==> src/tes_pkg.sv <==
// shared types, constants and helpers of the text encoding sniffer
package tes_pkg;

    localparam int COUNT_BITS = 24;
    localparam int POS_BITS   = 25;
    localparam int CONF_BITS  = 24;

    localparam logic [COUNT_BITS-1:0] CNT_MAX = {COUNT_BITS{1'b1}};
    localparam logic [POS_BITS-1:0]   POS_MAX = {POS_BITS{1'b1}};

    // configuration register indexes
    localparam logic [1:0] CFG_SAMPLE_LIMIT = 2'd0;
    localparam logic [1:0] CFG_AUTO_DETECT  = 2'd1;
    localparam logic [1:0] CFG_FORCED_ENC   = 2'd2;

    // encoding codes
    localparam logic [2:0] ENC_ASCII   = 3'd0;
    localparam logic [2:0] ENC_UTF8    = 3'd1;
    localparam logic [2:0] ENC_UTF8BOM = 3'd2;
    localparam logic [2:0] ENC_LATIN1  = 3'd3;

    // how the verdict was reached
    localparam logic [2:0] HOW_FORCED   = 3'd0;
    localparam logic [2:0] HOW_ASSUMED  = 3'd1;
    localparam logic [2:0] HOW_BOM      = 3'd2;
    localparam logic [2:0] HOW_ASCII    = 3'd3;
    localparam logic [2:0] HOW_UTF8     = 3'd4;
    localparam logic [2:0] HOW_LATIN1   = 3'd5;
    localparam logic [2:0] HOW_FALLBACK = 3'd6;

    localparam logic [2:0] FORCED_MIN = 3'd1;
    localparam logic [2:0] FORCED_MAX = 3'd5;

    localparam logic [7:0] BOM_B0 = 8'hEF;
    localparam logic [7:0] BOM_B1 = 8'hBB;
    localparam logic [7:0] BOM_B2 = 8'hBF;

    // bit n set: byte 0x80+n is a printable high byte
    localparam logic [31:0] PRINTABLE_C1 = 32'hDEFE5EFD;

    typedef struct packed {
        logic                  bom_hit;
        logic [COUNT_BITS-1:0] valid_seq;
        logic [COUNT_BITS-1:0] mb_starts;
        logic [COUNT_BITS-1:0] high_cnt;
        logic [COUNT_BITS-1:0] printable;
    } t_snap;

    typedef struct packed {
        logic [2:0]           encoding;
        logic [2:0]           how_decided;
        logic [CONF_BITS-1:0] conf_num;
        logic [CONF_BITS-1:0] conf_den;
    } t_result;

    function automatic logic [COUNT_BITS-1:0] sat_add(input logic [COUNT_BITS-1:0] cnt,
                                                      input logic [1:0] inc);
        logic [COUNT_BITS:0] sum;
        sum = {1'b0, cnt} + {{(COUNT_BITS-1){1'b0}}, inc};
        if (sum[COUNT_BITS]) begin
            return CNT_MAX;
        end
        return sum[COUNT_BITS-1:0];
    endfunction

endpackage

==> src/tes_scan.sv <==
// per-byte tracker: bom match, utf-8 sequence state and the sample counters
module tes_scan import tes_pkg::*; (
    input  logic        i_clk,
    input  logic        i_rst_n,
    input  logic        i_en,
    input  logic [7:0]  i_byte,
    input  logic        i_last,
    input  logic [23:0] i_sample_limit,
    output t_snap       o_snap
);

    logic [POS_BITS-1:0]   r_pos,     n_pos;
    logic [1:0]            r_bom,     n_bom;
    logic [1:0]            r_rem,     n_rem;
    logic [1:0]            r_rescan,  n_rescan;
    logic [COUNT_BITS-1:0] r_valid,   n_valid;
    logic [COUNT_BITS-1:0] r_starts,  n_starts;
    logic [COUNT_BITS-1:0] r_high,    n_high;
    logic [COUNT_BITS-1:0] r_print,   n_print;

    logic       in_sample;
    logic       is_cont;
    logic       is_high;
    logic       printable;
    logic [1:0] lead_len;
    logic [7:0] bom_byte;
    logic [1:0] fail_inc;
    logic [1:0] start_inc;
    logic [1:0] end_inc;
    logic [1:0] rem_dec;
    logic       valid_inc;

    always_comb begin
        in_sample = r_pos < {{(POS_BITS-24){1'b0}}, i_sample_limit};
        is_high   = i_byte[7];
        is_cont   = i_byte[7:6] == 2'b10;
        printable = (i_byte >= 8'hA0) || PRINTABLE_C1[i_byte[4:0]];

        priority if (i_byte[7:5] == 3'b110) begin
            lead_len = 2'd1;
        end else if (i_byte[7:4] == 4'b1110) begin
            lead_len = 2'd2;
        end else if (i_byte[7:3] == 5'b11110) begin
            lead_len = 2'd3;
        end else begin
            lead_len = 2'd0;
        end

        unique case (r_pos[1:0])
            2'd0:    bom_byte = BOM_B0;
            2'd1:    bom_byte = BOM_B1;
            default: bom_byte = BOM_B2;
        endcase

        n_bom = r_bom;
        if (r_pos < POS_BITS'(3) && {{(POS_BITS-2){1'b0}}, r_bom} == r_pos
                && i_byte == bom_byte) begin
            n_bom = r_bom + 2'd1;
        end

        n_high  = r_high;
        n_print = r_print;
        if (in_sample && is_high) begin
            n_high = sat_add(r_high, 2'd1);
            if (printable) begin
                n_print = sat_add(r_print, 2'd1);
            end
        end

        fail_inc  = 2'd0;
        start_inc = 2'd0;
        valid_inc = 1'b0;
        rem_dec   = r_rem - 2'd1;
        n_rem     = r_rem;
        n_rescan  = r_rescan;
        if (r_rem != 2'd0 && is_cont) begin
            n_rem = rem_dec;
            if (rem_dec == 2'd0) begin
                valid_inc = 1'b1;
                n_rescan  = 2'd0;
            end else if (in_sample) begin
                n_rescan = r_rescan + 2'd1;
            end
        end else begin
            // broken sequence: matched continuations count as bad starts
            if (r_rem != 2'd0) begin
                fail_inc = r_rescan;
            end
            n_rescan = 2'd0;
            n_rem    = 2'd0;
            if (in_sample && is_high) begin
                start_inc = 2'd1;
                n_rem     = lead_len;
            end
        end

        // file ends inside a sequence
        end_inc = (i_last && n_rem != 2'd0) ? n_rescan : 2'd0;

        n_valid  = valid_inc ? sat_add(r_valid, 2'd1) : r_valid;
        n_starts = sat_add(r_starts, fail_inc + start_inc + end_inc);
        n_pos    = (r_pos != POS_MAX) ? r_pos + POS_BITS'(1) : r_pos;

        o_snap.bom_hit   = n_bom == 2'd3;
        o_snap.valid_seq = n_valid;
        o_snap.mb_starts = n_starts;
        o_snap.high_cnt  = n_high;
        o_snap.printable = n_print;
    end

    always_ff @(posedge i_clk) begin
        if (!i_rst_n || (i_en && i_last)) begin
            r_pos    <= '0;
            r_bom    <= '0;
            r_rem    <= '0;
            r_rescan <= '0;
            r_valid  <= '0;
            r_starts <= '0;
            r_high   <= '0;
            r_print  <= '0;
        end else if (i_en) begin
            r_pos    <= n_pos;
            r_bom    <= n_bom;
            r_rem    <= n_rem;
            r_rescan <= n_rescan;
            r_valid  <= n_valid;
            r_starts <= n_starts;
            r_high   <= n_high;
            r_print  <= n_print;
        end
    end

endmodule

==> src/tes_verdict.sv <==
// verdict logic: picks encoding and confidence from the final counts
module tes_verdict import tes_pkg::*; (
    input  t_snap      i_snap,
    input  logic       i_auto_detect,
    input  logic [2:0] i_forced,
    output t_result    o_result
);

    logic [COUNT_BITS+2:0] valid_x5;
    logic [COUNT_BITS+2:0] starts_x4;
    logic [COUNT_BITS+3:0] print_x10;
    logic [COUNT_BITS+3:0] high_x7;
    logic                  utf8_ok;
    logic                  latin_ok;

    always_comb begin
        valid_x5  = {1'b0, i_snap.valid_seq, 2'b00} + {3'b000, i_snap.valid_seq};
        starts_x4 = {1'b0, i_snap.mb_starts, 2'b00};
        print_x10 = {1'b0, i_snap.printable, 3'b000} + {3'b000, i_snap.printable, 1'b0};
        high_x7   = {1'b0, i_snap.high_cnt, 3'b000} - {4'b0000, i_snap.high_cnt};
        utf8_ok   = (i_snap.mb_starts != '0) && (valid_x5 > starts_x4);
        latin_ok  = print_x10 > high_x7;

        o_result.conf_num = CONF_BITS'(1);
        o_result.conf_den = CONF_BITS'(1);
        priority if (i_forced >= FORCED_MIN && i_forced <= FORCED_MAX) begin
            o_result.encoding    = i_forced - 3'd1;
            o_result.how_decided = HOW_FORCED;
        end else if (!i_auto_detect) begin
            o_result.encoding    = ENC_UTF8;
            o_result.how_decided = HOW_ASSUMED;
        end else if (i_snap.bom_hit) begin
            o_result.encoding    = ENC_UTF8BOM;
            o_result.how_decided = HOW_BOM;
        end else if (i_snap.high_cnt == '0) begin
            o_result.encoding    = ENC_ASCII;
            o_result.how_decided = HOW_ASCII;
        end else if (utf8_ok) begin
            o_result.encoding    = ENC_UTF8;
            o_result.how_decided = HOW_UTF8;
            o_result.conf_num    = i_snap.valid_seq[CONF_BITS-1:0];
            o_result.conf_den    = i_snap.mb_starts[CONF_BITS-1:0];
        end else if (latin_ok) begin
            o_result.encoding    = ENC_LATIN1;
            o_result.how_decided = HOW_LATIN1;
            o_result.conf_num    = i_snap.printable[CONF_BITS-1:0];
            o_result.conf_den    = i_snap.high_cnt[CONF_BITS-1:0];
        end else begin
            o_result.encoding    = ENC_LATIN1;
            o_result.how_decided = HOW_FALLBACK;
            o_result.conf_den    = CONF_BITS'(2);
        end
    end

endmodule

==> src/text_encoding_sniffer.sv <==
// top level of the text encoding sniffer: byte stream in, one verdict per file out
//
// Takes one file byte per cycle on the slave stream (tlast marks the final byte)
// and gives one verdict word per file on the master stream. The final byte passes
// through the input register, then its counter update is loaded into a final-count
// register, and then the verdict logic is loaded into the output register.
// Throughput is one byte per clock; bytes keep flowing while a verdict waits on
// the output, and the input holds off only when a second file ends while the
// previous verdict is still waiting to be taken and the final-count register is
// full. Configuration is written through a plain write port; the user must write
// it only while no file is in flight, and the block itself does not enforce this;
// a file must end with tlast before its counts are reported and cleared.
module text_encoding_sniffer import tes_pkg::*; (
    input  logic        i_clk,
    input  logic        i_rst_n,
    // configuration
    input  logic        i_cfg_we,
    input  logic [1:0]  i_cfg_idx,
    input  logic [23:0] i_cfg_data,
    // byte stream
    input  logic        i_s_tvalid,
    output logic        o_s_tready,
    input  logic [7:0]  i_s_tdata,   // [7:0] byte_value
    input  logic        i_s_tlast,   // last_byte
    // verdict stream
    output logic        o_m_tvalid,
    input  logic        i_m_tready,
    output logic [55:0] o_m_tdata    // [2:0] encoding, [5:3] how_decided,
                                     // [29:6] confidence_num, [53:30] confidence_den
);

    logic [23:0] r_sample_limit;
    logic        r_auto_detect;
    logic [2:0]  r_forced;

    logic        r_in_valid;
    logic [7:0]  r_in_byte;
    logic        r_in_last;

    logic        r_snap_valid;
    t_snap       r_snap;
    t_snap       n_snap;

    logic        r_out_valid;
    t_result     r_out;
    t_result     n_out;

    logic        out_free;
    logic        snap_move;
    logic        snap_free;
    logic        proc_ok;
    logic        in_free;

    always_comb begin
        out_free  = !r_out_valid || i_m_tready;
        snap_move = r_snap_valid && out_free;
        snap_free = !r_snap_valid || out_free;
        // non-final bytes never wait on the verdict path
        proc_ok   = r_in_valid && (!r_in_last || snap_free);
        in_free   = !r_in_valid || proc_ok;
    end

    assign o_s_tready = in_free;
    assign o_m_tvalid = r_out_valid;
    assign o_m_tdata  = {2'b00, r_out.conf_den, r_out.conf_num,
                         r_out.how_decided, r_out.encoding};

    always_ff @(posedge i_clk) begin
        if (!i_rst_n) begin
            r_sample_limit <= 24'd4096;
            r_auto_detect  <= 1'b1;
            r_forced       <= 3'd0;
        end else if (i_cfg_we) begin
            unique case (i_cfg_idx)
                CFG_SAMPLE_LIMIT: r_sample_limit <= i_cfg_data;
                CFG_AUTO_DETECT:  r_auto_detect  <= i_cfg_data[0];
                CFG_FORCED_ENC:   r_forced       <= i_cfg_data[2:0];
                default:          ;
            endcase
        end
    end

    always_ff @(posedge i_clk) begin
        if (!i_rst_n) begin
            r_in_valid <= 1'b0;
        end else if (in_free) begin
            r_in_valid <= i_s_tvalid;
        end
        if (in_free && i_s_tvalid) begin
            r_in_byte <= i_s_tdata;
            r_in_last <= i_s_tlast;
        end
    end

    tes_scan u_scan (
        .i_clk          (i_clk),
        .i_rst_n        (i_rst_n),
        .i_en           (proc_ok),
        .i_byte         (r_in_byte),
        .i_last         (r_in_last),
        .i_sample_limit (r_sample_limit),
        .o_snap         (n_snap)
    );

    always_ff @(posedge i_clk) begin
        if (!i_rst_n) begin
            r_snap_valid <= 1'b0;
        end else if (proc_ok && r_in_last) begin
            r_snap_valid <= 1'b1;
        end else if (snap_move) begin
            r_snap_valid <= 1'b0;
        end
        if (proc_ok && r_in_last) begin
            r_snap <= n_snap;
        end
    end

    tes_verdict u_verdict (
        .i_snap        (r_snap),
        .i_auto_detect (r_auto_detect),
        .i_forced      (r_forced),
        .o_result      (n_out)
    );

    always_ff @(posedge i_clk) begin
        if (!i_rst_n) begin
            r_out_valid <= 1'b0;
        end else if (out_free) begin
            r_out_valid <= r_snap_valid;
        end
        if (snap_move) begin
            r_out <= n_out;
        end
    end

endmodule
==> config.mk <==
export PLATFORM = sky130hd
export DESIGN_NAME = text_encoding_sniffer
export DESIGN_NICKNAME = d
export VERILOG_FILES = /design/src/tes_pkg.sv /design/src/tes_scan.sv /design/src/tes_verdict.sv /design/src/text_encoding_sniffer.sv
export SDC_FILE = /design/constraint.sdc
export NUM_CORES = 1
export LEC_CHECK = 0
export ABC_AREA = 1
export BUFFER_PORTS_ARGS = -buffer_cell sky130_fd_sc_hd__buf_2
export CORE_MARGIN = 8
export CORE_UTILIZATION = 31
export DETAILED_ROUTE_END_ITERATION = 12
export MAX_ROUTING_LAYER = met4
export SYNTH_ARGS = -nofsm -noshare
export SYNTH_HDL_FRONTEND = slang
export SYNTH_SLANG_ARGS = --single-unit
==> constraint.sdc <==
create_clock -name i_clk -period 10.89 [get_ports i_clk]
set_clock_uncertainty 0.1 [all_clocks]
set_input_delay 1.089 -clock i_clk [delete_from_list [all_inputs] [get_ports i_clk]]
set_output_delay 1.089 -clock i_clk [all_outputs]
set_load 0.005 [all_outputs]
# Yosys cells after proc, flatten, opt, wreduce, memory -nomap -nowiden
# Memories as Yosys holds them, arrays and structs flattened. A register that Yosys moved wholly into a read port is not among the register bits.
# Index checks and enable logic that the tools add are counted.
op_classes:
  muxes: 48
  n_div: 0
  n_eq_ne: 11
  multipliers: 0
  shifts: 0
  add_sub_neg: 14
  reduce_logical: 36
  bitwise: 1
  order_cmp: 8
ops:
  columns: ["op", "n"]
  rows:
  - ["24-bit 2-to-1 mux", 14]
  - ["24-bit by 1-bit adder with 25-bit output, second input constant", 3]
  - ["53-bit 2-to-1 mux", 1]
  - ["27-bit by 25-bit adder with 28-bit output", 1]
  - ["28-bit greater-than comparator", 1]
  - ["2-bit 2-to-1 mux", 14]
  - ["27-bit by 24-bit subtractor with 28-bit output", 1]
  - ["26-bit by 24-bit adder with 27-bit output", 1]
  - ["27-bit by 26-bit greater-than comparator with 1-bit output", 1]
  - ["24-bit by 2-bit adder with 25-bit output", 1]
  - ["25-bit by 1-bit adder with 25-bit output, second input constant", 1]
  - ["2-bit by 25-bit equality test with 1-bit output", 1]
  - ["25-bit by 2-bit < comparator with 1-bit output, second input constant", 1]
  - ["25-bit by 24-bit < comparator with 1-bit output", 1]
  - ["25-bit != test, second input constant", 1]
  - ["24-bit zero test", 1]
  - ["6-bit 2-to-1 mux", 4]
  - ["24-bit nonzero test", 1]
  - ["7-bit one-hot mux with 2 select lines", 1]
  - ["1-bit 2-to-1 mux", 13]
  - ["1-bit logical AND", 11]
  - ["8-bit equality test", 1]
  - ["8-bit greater-or-equal comparator, second input constant", 1]
  - ["2-bit AND reduction", 4]
  - ["other kinds (20)", 38]
totals:
  regBits: 318
  mem_bits_ro: 32
  latchBits: 0
  output_inout_bits: 58
  ram_bits: 0
  n_memories: 1
mem_list:
  columns: ["name", "words", "word_bits", "rd", "rd_ports_with_merged_regs", "write_ports", "line", "rtl"]
  rows:
  - ["(name not given)", 32, 1, 1, 1, 0, "tes_scan.sv:37", "printable = (i_byte >= 8'hA0) || PRINTABLE_C1[i_byte[4:0]];"]

# Logic depth before layout (Yosys ltp)
logic_depth:
  ltp_word: 13
  depth_mapped: 33
  mapped_depth_nobuf: 33

# By module
# A second synthesis with hierarchy kept.
hier_totals:
  cells_unflattened: 2930
  hier_area_um2: 21938.5
modules_own_cells:
  columns: ["mod", "cells_per_inst", "area_per_inst_um2", "instances", "seq_area_each_um2"]
  rows:
  - ["tes_scan", 1639, 9970.8, 1, 2542.4]
  - ["tes_verdict", 979, 5989.5, 1, 0.0]
  - ["text_encoding_sniffer", 312, 5978.2, 1, 5425.2]

# Worst setup path after synthesis
# OpenSTA, ideal clock, no wires.
synth_timing:
  path_kind: "flip-flop to flip-flop"
  start: "register u_scan.r_pos[16]"
  end: "register r_snap[63] (netlist bit) (data pin)"
  n_path_buf: 2
  setup_ns: 0.264
  synth_period_minus_slack_ns: 4.058
  stages_incl_launch_ff: 26
  path_slack_ns: 6.832
  t_arrival_ns: 3.694
  path_cell_list: "dfxtp_1 ha_1 a21oi_1 o21a_1 nand2_1 a21oi_4 nand2_2 nor2_4 buf_6 buf_2 nand2_1 fa_1 nand2_1 nand2_1 ha_1 nand2_1 nand2_1 nand2_1 nor2_1 nand2_1 nor3_2 nand2_2 nor2_4 nand3_1 xor2_1 nand2_1"
synth_lines:
  columns: ["element", "line", "rtl"]
  rows:
  - ["from (decl)", "tes_scan.sv:12", "logic [POS_BITS-1:0] r_pos, n_pos;"]
  - ["from (signal assigned)", "tes_scan.sv:122", "r_pos <= n_pos;"]
  - ["to (signal assigned)", "text_encoding_sniffer.sv:114", "r_snap <= n_snap;"]
  - ["to (decl)", "text_encoding_sniffer.sv:41", "t_snap r_snap;"]

==> results by group <==
Routing
  • Wire per inst: 15.70 um
  • Drt total wl: 60950 um
  • Met3 WL post-DR: 3933 um
  • Initial DRC Count: 1511
  • DRT antenna net count: 0
  • Top sig layer: met4
  • Drt drc: 0
  • Routed vias: 18.88k
  • Met2 WL: 26460 um
  • DR pass1 iterations: 5
  • Routed vias/inst: 4.862
  • Routed length on met1: 29200 um

Clocking
  • CTS tree: yes
  • Post-CTS setup buffers: 0
  • Register clock-pin slew on the reported worst setup and hold paths: 0.06 ns
  • Clock Sinks: 319
  • # resized after CTS: 0
  • Hold Buf Count CTS: 0
  • CTS root buffer: clkbuf_16
  • TritonCTS buffer count: 39
  • Max Root-Sink Buffers: 3
  • Worst skew pair latency: 0.58 ns
  • CTS H-tree depth: 2

Floorplan
  • Io pins: 98
  • Die span in x: 280.3 um
  • Die area: 0.07857 mm2
  • Core area: 0.06954 mm2
  • Die Y: 280.3 um
  • Cell Rows: 97
  • Initial core utilization: 31.14%

Min path
  • Min-Delay Path Class: register to register

Cells and area
  • Finished Layout Cells: 3883
  • Area Growth Syn to Fin: 11.98%
  • # diodes: 0
  • Layout cells sized above 1: 11.15%
  • # nets final: 3108
  • Layout Cell Area excl Fill: 0.02425 mm2
  • Commonest non-fill, non-tap cell in the layout: nand2_1
  • Most frequent cells in the layout: nand2_1 (521), inv_1 (423), a21oi_1 (252), o21ai_0 (232), nor2_1 (176)

Synth
  • Flops & latches, synth: 319
  • Synth area leader: edfxtp_1
  • Async SR Flop Fraction: 0%
  • Synth Cell Area: 0.02166 mm2
  • Post-synthesis sequential area ratio: 36.88%
  • YS warnings: 0
  • Post-Syn Instances: 2842
  • Synthesized area per cell: 7.620 um2
  • Post-synth EDFFs: 160
  • Synth unique cells: 64
  • Ranking of synthesized cells by area: edfxtp_1 (22%), dfxtp_1 (15%), nand2_1 (9.0%)
  • Top FF cell, synth: edfxtp_1
  • Yosys top cell area share: 22.19%

Power and ir drop
  • Leakage: 10.58 nW
  • Net switching power: 0.0009044 W
  • Post-route total power: 0.003171 W
  • Worst vdd ir: 93.72 uV
  • Sw Ratio: 28.52%
  • Clk pwr share: 42.2%
  • Power Internal: 0.002267 W
  • Combinational share of power: 14.8%
  • Flop pwr share: 43.1%
  • Power per standard cell area: 130.8 mW/mm2

Place
  • # placed instances: 3812
  • DP HPWL: 46820 um
  • IO buf count: 95
  • Dpl cell area: 0.02294 mm2
  • Final RePlAce weighted congestion: 0.9405

STA
  • Max Clk Rate: 174.3 MHz
  • Final Critical Period: 5.736 ns
  • Final period util: 52.67%
  • Setup TNS: 0 ns
  • Count of pins over their slew limit: 0
  • Worst-Margin Slew: 1.152 ns
  • Final hold violations: 0
  • Hold slack: 0.3604 ns
  • RSZ-0062 raised after global routing: no
  • Setup violators final: 0
  • Max_slew headroom: 22.99%

Outcome
  • Status: complete, no violations

Job
  • Max capacitance violation total: 0

Worst setup path
  • CP arrival: 6.13 ns
  • Setup CP Type: register to register
  • Data required, critical path: 11.28 ns
  • Critical path launch point type: register
  • Crit path max fanout: 86
  • Slowest cell on crit path: nand4_1
  • Crit path cell chain: ha_1, a21oi_1, o21a_1, nand2_1, a21oi_4, nand2_2, nor2_4, buf_4, nand2_1, fa_1, inv_1, ha_1, fa_1, nand3_2, nor4_1, nand4_1, nand3_1, nor2_1, a211oi_1
  • Largest stage delay, worst path: 1.02 ns
  • CP Capture Type: register

GRT
  • Vias in the first global route: 17.49k
  • First-pass GRT wire length: 95850 um
  • Total GRT Usage: 15.58%
  • Antenna violations before repair: 1
  • Largest net degree at the start of global routing: 95
  • GRT Residual Overflow: 0
power by group through the flow:
stage	Combinational, W	Sequential, W	Clock, W
5_1_grt	0.000533	0.00137	0.00142
3_5_place_dp	0.000467	0.00139	0
3_3_place_gp	0.000463	0.00139	0
6_report	0.000469	0.00137	0.00134
4_1_cts	0.000469	0.00136	0.00138
2_1_floorplan	0.000369	0.00137	0
critical path: cells and delay by family, from the launching register on:
family | cells | cell delay (ns)
buffers and inverters | 2 | 0.70
adder cells (fa/ha/maj) | 4 | 1.21
AO/OA/AOI/OAI | 4 | 0.63
AND/OR/NAND/NOR | 9 | 2.56
flip-flops | 1 | 0.47
synth_stat cells (all sizes together), types with 23 or more instances:
master / count
xnor2: 31
clkbuf: 39
o21ai: 290
nand3: 142
nor2: 189
nand4: 64
xor2: 84
edfxtp: 160
dfxtp: 159
nor3: 75
ha: 151
nor4: 23
buf: 37
nand2: 579
inv: 443
a21oi: 294
state kept, by name, summed over array words and instances, names as in the netlist, 2 cells and up, named ones only:
register / cells
r_snap: 97
o_m_tdata: 54
u_scan.r_pos: 25
r_sample_limit: 24
u_scan.r_high: 24
u_scan.r_print: 24
u_scan.r_starts: 24
u_scan.r_valid: 24
r_in_byte: 8
r_forced: 3
u_scan.r_bom: 2
u_scan.r_rem: 2
u_scan.r_rescan: 2
layout make-up:
cell class | instances | area [um2]
clock buffers | 50 | 1067
clock inverters | 21 | 241.5
fillers | 7357 | 45290
inverters | 443 | 1683
multi-input cells | 2005 | 11540
flip-flops and latches | 319 | 7988
well taps | 940 | 1176
repair buffers | 105 | 550.5
stage by stage:
stage	worst slack [ns]	util (%)
floorplan	6.832	-
global placement	5.322	32.99
detailed placement	5.154	32.99
CTS	5.138	34.87
global route	4.523	34.87
finish	5.154	34.87
final timing paths:
kind,from,end,slack (ns),cells past startpoint
min,r_sample_limit[23],r_sample_limit[23],0.36,2
max reg2reg,u_scan.r_pos[14],u_scan.r_starts[17],5.15,19
max,u_scan.r_pos[14],u_scan.r_starts[17],5.15,19
min reg2reg,r_sample_limit[23],r_sample_limit[23],0.36,2
logic make-up (layout without fill, tap and decap cells):
kind of cell / after synthesis / after routing / synth area share, %
buffers and inverters: 519 / 619 / 9.903
XOR/XNOR: 115 / 115 / 4.651
other: 1 / 2 / 0.01732
flip-flops: 319 / 319 / 36.88
adder cells (fa/ha/maj): 155 / 155 / 9.094
AND/OR/NAND/NOR: 1088 / 1088 / 23.09
AO/OA/AOI/OAI: 645 / 645 / 16.36
layer usage:
layer / up-vias / global-route usage (%)
li1: 9689 / -
met1: 8586 / 21.40
met2: 509 / 23.61
met3: 96 / 2.569
met4: 0 / 4.181
met5: - / -
(Power assumes the default switching activity.)
